`config.mk`:
```
export PLATFORM = sky130hd
export DESIGN_NAME = cst_cell
export DESIGN_NICKNAME = d
export VERILOG_FILES = /design/src/hw/rtl/cst_pkg.sv /design/src/hw/rtl/cst_cell.sv
export SDC_FILE = /design/constraint.sdc
export NUM_CORES = 1
export LEC_CHECK = 0
export BUFFER_PORTS_ARGS = -buffer_cell sky130_fd_sc_hd__buf_2
export CAP_MARGIN = 20
export CORE_AREA = 2 2 154 156
export CTS_CLUSTER_SIZE = 24
export DETAILED_ROUTE_END_ITERATION = 10
export DIE_AREA = 0 0 156 158
export GPL_ROUTABILITY_DRIVEN = 0
export PLACE_DENSITY = 0.66
export SETUP_SLACK_MARGIN = 0.02
export SLEW_MARGIN = 20
export SYNTH_ARGS = -nofsm -noshare
export SYNTH_HDL_FRONTEND = slang
export SYNTH_SLANG_ARGS = --single-unit
```
`constraint.sdc`:
```
create_clock -name clk_i -period 3 [get_ports clk_i]
set_input_delay 0.3 -clock clk_i [delete_from_list [all_inputs] [get_ports clk_i]]
set_output_delay 0.3 -clock clk_i [all_outputs]
set_load 0.01 [all_outputs]
```
`src/hw/rtl/cst_pkg.sv`:
```
// Shared types and constants for the call stack tracker.
// No dependencies; every other file in hw/rtl refers to it by scoped names.
`default_nettype none

package cst_pkg;

  localparam int unsigned STACK_DEPTH = 32;
  localparam int unsigned ADDR_W      = 64;
  localparam int unsigned LEN_W       = 16;
  localparam int unsigned CFG_W       = 7;
  localparam logic [CFG_W-1:0] MAX_CHAIN_RST = 7'd64;

  typedef enum logic [1:0] {
    OP_BRANCH = 2'd0,
    OP_CALL   = 2'd1,
    OP_RETURN = 2'd2,
    OP_SAMPLE = 2'd3
  } opcode_e;

  typedef enum logic [1:0] {
    ST_IDLE,
    ST_RET_SCAN,
    ST_RET_POP,
    ST_SAMPLE
  } state_e;

  typedef struct packed {
    opcode_e           opcode;
    logic [ADDR_W-1:0] from_addr;
    logic [ADDR_W-1:0] to_addr;
    logic [LEN_W-1:0]  insn_length;
    logic [ADDR_W-1:0] trace_number;
    logic [ADDR_W-1:0] sample_ip;
  } in_item_t;

  typedef struct packed {
    logic [ADDR_W-1:0] chain_addr;
    logic              chain_last;
  } out_item_t;

  // Per-cycle command broadcast to every cell of the stack.
  typedef struct packed {
    logic push;       // shift entries one place away from the top
    logic pop;        // shift entries one place towards the top
    logic clr;        // drop valid bits (also of entries a push shifts down, but not of the new top)
    logic shd_load;   // copy entries into the readout chain
    logic shd_shift;  // advance the readout chain towards the top
  } cell_ctrl_t;

endpackage

`default_nettype wire

```
`src/hw/rtl/cst_cell.sv`:
```
// One stack cell: a return address, its valid bit and a readout copy.
// Depends on cst_pkg; instantiated in a row by call_stack_tracker.
`default_nettype none

module cst_cell (
  input  wire logic                      clk_i,
  input  wire logic                      rst_ni,
  input  wire cst_pkg::cell_ctrl_t       ctrl_i,
  input  wire logic [cst_pkg::ADDR_W-1:0] up_data_i,
  input  wire logic                      up_valid_i,
  input  wire logic [cst_pkg::ADDR_W-1:0] dn_data_i,
  input  wire logic                      dn_valid_i,
  input  wire logic [cst_pkg::ADDR_W-1:0] dn_shadow_i,
  input  wire logic [cst_pkg::ADDR_W-1:0] match_addr_i,
  output logic [cst_pkg::ADDR_W-1:0]      data_o,
  output logic                            valid_o,
  output logic [cst_pkg::ADDR_W-1:0]      shadow_o,
  output logic                            hit_o
);

  logic [cst_pkg::ADDR_W-1:0] data_q, data_d;
  logic [cst_pkg::ADDR_W-1:0] shadow_q, shadow_d;
  logic                       valid_q, valid_d;

  always_comb begin
    data_d   = data_q;
    valid_d  = valid_q;
    shadow_d = shadow_q;
    if (ctrl_i.push) begin
      data_d  = up_data_i;
      valid_d = up_valid_i;
    end else if (ctrl_i.pop) begin
      data_d  = dn_data_i;
      valid_d = dn_valid_i;
    end else if (ctrl_i.clr) begin
      valid_d = 1'b0;
    end
    if (ctrl_i.shd_load) begin
      shadow_d = data_q;
    end else if (ctrl_i.shd_shift) begin
      shadow_d = dn_shadow_i;
    end
  end

  always_ff @(posedge clk_i or negedge rst_ni) begin
    if (!rst_ni) begin
      valid_q <= 1'b0;
    end else begin
      valid_q <= valid_d;
    end
  end

  always_ff @(posedge clk_i) begin
    data_q   <= data_d;
    shadow_q <= shadow_d;
  end

  assign data_o   = data_q;
  assign valid_o  = valid_q;
  assign shadow_o = shadow_q;
  assign hit_o    = valid_q && (data_q == match_addr_i);

endmodule

`default_nettype wire

```
* After elaboration in Yosys (flattened, before gate mapping)
Cells that the tools add are included.
** Storage, ports and cells
- Bits in registers :: 129
- Input port bits :: 265
- Output and inout bits :: 130
- Logic and storage cells :: 15
** Operators by class
- Equality and inequality tests :: 1
- Muxes and demuxes :: 7
- Reduce and logical (&&, ||, !) cells :: 4
** Operators by type and width (count)
- two-way mux 64 bit :: 4
- equality test 64 bit :: 1
- nonzero test 2 bit :: 2
- two-way mux 1 bit :: 3
- nonzero test 3 bit :: 1
- logical AND 1 bit :: 1

* Depth between registers and ports, before layout
- Depth in word-level cells :: 3
- Depth in mapped cells :: 5
- Mapped depth without buffers :: 5

* Least setup slack after synthesis
No wires, ideal clock.
- Path kind :: in2reg
- From :: in ctrl_i[4] (netlist bit)
- To :: reg data_q, in the netlist data_o[0] (enable)
- Library setup time :: 0.394 ns
- Data arrival time :: 1.560 ns
- Required time :: 2.606 ns
- Setup slack :: 1.046 ns
- Stages :: 3
- Buffers on the path :: 2
- Path through :: buf_2 -> buf_2 -> or2_2
** On the way
- Cells in the longest elaborated chain, start to end :: 1
** Ends and longest elaborated chain
- from (decl) :: RTL line cst_cell.sv:8 : input wire cst_pkg::cell_ctrl_t ctrl_i,
- nonzero test 2 bit (no source line)
- to (signal assigned) :: RTL line cst_cell.sv:54 : data_q <= data_d;
- to (decl) :: RTL line cst_cell.sv:21 : logic [cst_pkg::ADDR_W-1:0] data_q, data_d;
Every way passes these cells.
A chain may end at the register's enable or synchronous reset.

* Worst setup path after layout
- From :: reg data_q, in the netlist data_o[63]
- To :: out hit_o
** On the way
- Cells in the longest elaborated chain, start to end :: 2
** Ends and longest elaborated chain
- equality test 64 bit :: RTL line cst_cell.sv:61 : assign hit_o = valid_q && (data_q == match_addr_i);
- logical AND 1 bit :: RTL line cst_cell.sv:61
- to (decl) :: RTL line cst_cell.sv:18 : output logic hit_o
Every way passes these cells.

==> summary.txt <==
Pwr
  – Max VDD drop: between 200 and 300 uV
  – Power Total: 5.41 mW
  – Standby leakage power: approximately 4 nW
  – Total power divided by cell area: between 500 and 600 nW/um^2

Drt
  – Total vias in the final route: between 4000 and 5000
  – Iteration count of the initial detailed-routing pass: 4
  – Per-cell via count in the routed design: 4.45
  – Detailed Route WL: around 21000 um
  – Residual DRC: 0
  – Violation count after the first detailed-routing iteration: approximately 220
  – Post-detailed-route wirelength per cell: between 15 and 20 um
  – Post-route antenna net violation count: 0

Placement
  – DP Wirelength: between 15000 and 20000 um
  – Count of buffers from port buffering: ~390
  – Setup slack at placement: approximately 0.10 ns

Die
  – I/O pin total: 395
  – Die area: 24600 um^2
  – Chip height: roughly 160 um
  – Core Box Area: around 23000 um^2
  – Horizontal extent of the die: roughly 160 um
  – Initial core utilization: 0.267
  – Std-Cell Rows: 56

Job
  – Maxcap violations: 0

Synthesis
  – Number of library cell types mapped by synthesis: 26
  – Yosys synthesis warning count: 0
  – Number of instances in the synthesized netlist: approximately 380
  – Proportion of synthesized chip area in sequential cells: 0.630
  – Register bit total from synthesis: approximately 130
  – Number of synthesized flops with an enable pin: around 130
  – Dominant synthesized flop cell: edfxtp_1
  – Mean cell area of the mapped netlist: between 15 and 20 um^2
  – Ys async rst share: 0.00775
  – Mapped cell area: slightly above 6000 um^2
  – Synthesized netlist net count: about 640

Clock tree
  – Clock tree from TritonCTS: yes
  – CTS max path bufs: 2
  – Clock buffer count from CTS: 17
  – Number of clock sinks: between 100 and 150
  – Insertion delay to the later sink of the worst-skew pair: between 0.4 and 0.5 ns
  – H-Tree Level Count: 4
  – Master cell of the clock root buffer: clkbuf_16
  – Clk pin slew, worst setup/hold paths: approximately 0.060 ns

Cells and area
  – Net total in the final layout: roughly 1100
  – Fraction of layout cells with a size suffix above 1: 0.710
  – Total inserted antenna cells: 0
  – Filler cell count in the final layout: 2205
  – Area growth from synthesis to layout: 48.5%

Global routing
  – Overflow after GRT: 0
  – Global-route usage over all layers: 0.167
  – Vias in the first global route: approximately 4900
  – Pin count of the biggest net entering global routing: between 60 and 70
  – Global-route wire length before repair: about 29000 um
  – Number of antenna violations at the first check in global routing: 1

Timing
  – Final period util: 0.933
  – Worst Tran Pin Value: about 1 ns
  – RSZ-0062 raised after global routing: false
  – Minimum setup slack in the final design: ~0.20 ns
  – Final total negative setup slack: 0 ns
  – Worst clock skew on the final layout: ~0.011 ns
  – Number of max-slew violations in the final report: 0
  – Relative slew slack: 0.323
  – Max frequency: between 300 and 400 MHz
  – Number of setup violations in the final report: 0
  – Fin crit period: 2.80 ns
  – Count of endpoints failing hold in the final timing report: 0
  – Min Hold Slack: ~0.10 ns

Setup path
  – Beginning of the worst register-to-register path: data_o[57]$_DFFE_PP_
  – Crit Path Max Fanout: 3
  – Kind of capture point of the worst setup path: output pin
  – Critical path startpoint category: flip-flop
  – Arrival time of the worst setup path: around 2.5 ns
  – Critical path origin: data_o[63]$_DFFE_PP_
  – Class of the most critical setup path: flip-flop to output pin
  – Number of cells traversed by the worst register-to-register path: 1
  – Required time reported for the critical path endpoint: approximately 2.7 ns

Outcome
  – Outcome: finished, final reports clean

Min path
  – Beginning of the worst hold path: up_valid_i
  – Class of the tightest hold or removal check: input port to flip-flop
  – Worst hold path stage count: 3
Yosys cell counts (2+ instances only):
| cell type | count | area share |
|---|---|---|
| mux2_2 | 128 | 0.23 |
| inv_1 | 15 | 0.0092 |
| o22ai_1 | 5 | 0.0051 |
| xor2_1 | 23 | 0.033 |
| buf_1 | 2 | 0.0012 |
| nor4_1 | 5 | 0.0051 |
| a221oi_1 | 5 | 0.0071 |
| buf_2 | 10 | 0.0081 |
| clkbuf_1 | 2 | 0.0012 |
| xnor2_1 | 27 | 0.038 |
| nand4_1 | 9 | 0.0092 |
| or2_2 | 2 | 0.0020 |
| edfxtp_1 | 128 | 0.63 |
| nor2_1 | 2 | 0.0012 |
| nor3_1 | 3 | 0.0024 |
power by group:
group | internal, mW | switching, mW
combinational | 0.475 | 0.456
sequential | 2.23 | 0.130
clock | 1.30 | 0.816
path summary, 6_finish.rpt:
check                                          to  slack (ns)
max                                         hit_o        0.20
min                           valid_o$_DFFE_PN0P_        0.10
max reg2reg                shadow_o[57]$_DFFE_PP_        1.93
min reg2reg                shadow_o[13]$_DFFE_PP_        0.63
max in group asynchronous     valid_o$_DFFE_PN0P_        2.71
min in group asynchronous     valid_o$_DFFE_PN0P_        0.20
critical path: stages (launching register included):
cell      delay, ns
edfxtp_1       0.43
xor2_1         0.19
nor4_1         0.30
buf_4          0.16
and4_4         0.24
nand4_1        0.18
nor4b_4        0.39
buf_2          0.21
cell families after synthesis:
kind of cell,share of synthesized area
xor gates and xnor gates,0.0713
buffers and inverters,0.0198
DFF,0.630
AOI/OAI and AO/OA,0.0195
muxes,0.235
and+or+nand+nor,0.0252
flip-flops by register name, summed over array words and instances, names as in the netlist:
| register | flops |
|---|---|
| data_o | 64 |
| valid_o | 1 |
| shadow_o | 64 |
what timing repair did:
item / in CTS / in global routing
endpoints found under the hold margin: 1 / 0
endpoints found under the setup margin: 1 / 1
setup buffers: 0 / 1
hold buffers: 1 / 0
gates cloned: 0 / 0
resized for setup: 3 / 3
pin swaps: 1 / 2
cell usage in the layout, fill, tap and decap left out, types with 2 or more instances in the layout:
master / instances
buf_2: 392
mux2_2: 128
edfxtp_1: 128
xnor2_1: 27
xor2_1: 23
clkbuf_16: 17
inv_1: 15
nand4_1: 9
buf_4: 9
nor4_1: 5
o22ai_1: 5
clkinv_4: 5
a221oi_1: 4
clkinvlp_4: 3
bufinv_16: 3
or2_4: 2
nor2_1: 2
nor3_1: 2
layout make-up:
class / instances / area, um^2 / share of cell area
sequential: 129 / 3870 / 0.424
clock buffer: 18 / 429 / 0.0470
tap: 290 / 363 / 0.0398
multi-input combinational: 219 / 2190 / 0.239
inverter: 15 / 56.3 / 0.00617
timing repair buffer: 403 / 2060 / 0.226
clock inverter: 13 / 165 / 0.0181
layer usage:
metal / global-route usage / wire, um
met3: 0.0523 / 1470
met1: 0.188 / 8480
met5: 0 / 16
met2: 0.303 / 11200
met4: 0.0467 / 283
metrics by stage:
stage	cell area (um^2)	utilization	instances
floorplan	6140	-	377
global placement	8490	0.368	1054
detailed placement	8490	0.368	1054
CTS	9110	0.395	1086
global route	9130	0.396	1087
finish	9130	0.396	1087
Power figures use the tool's default switching activity.
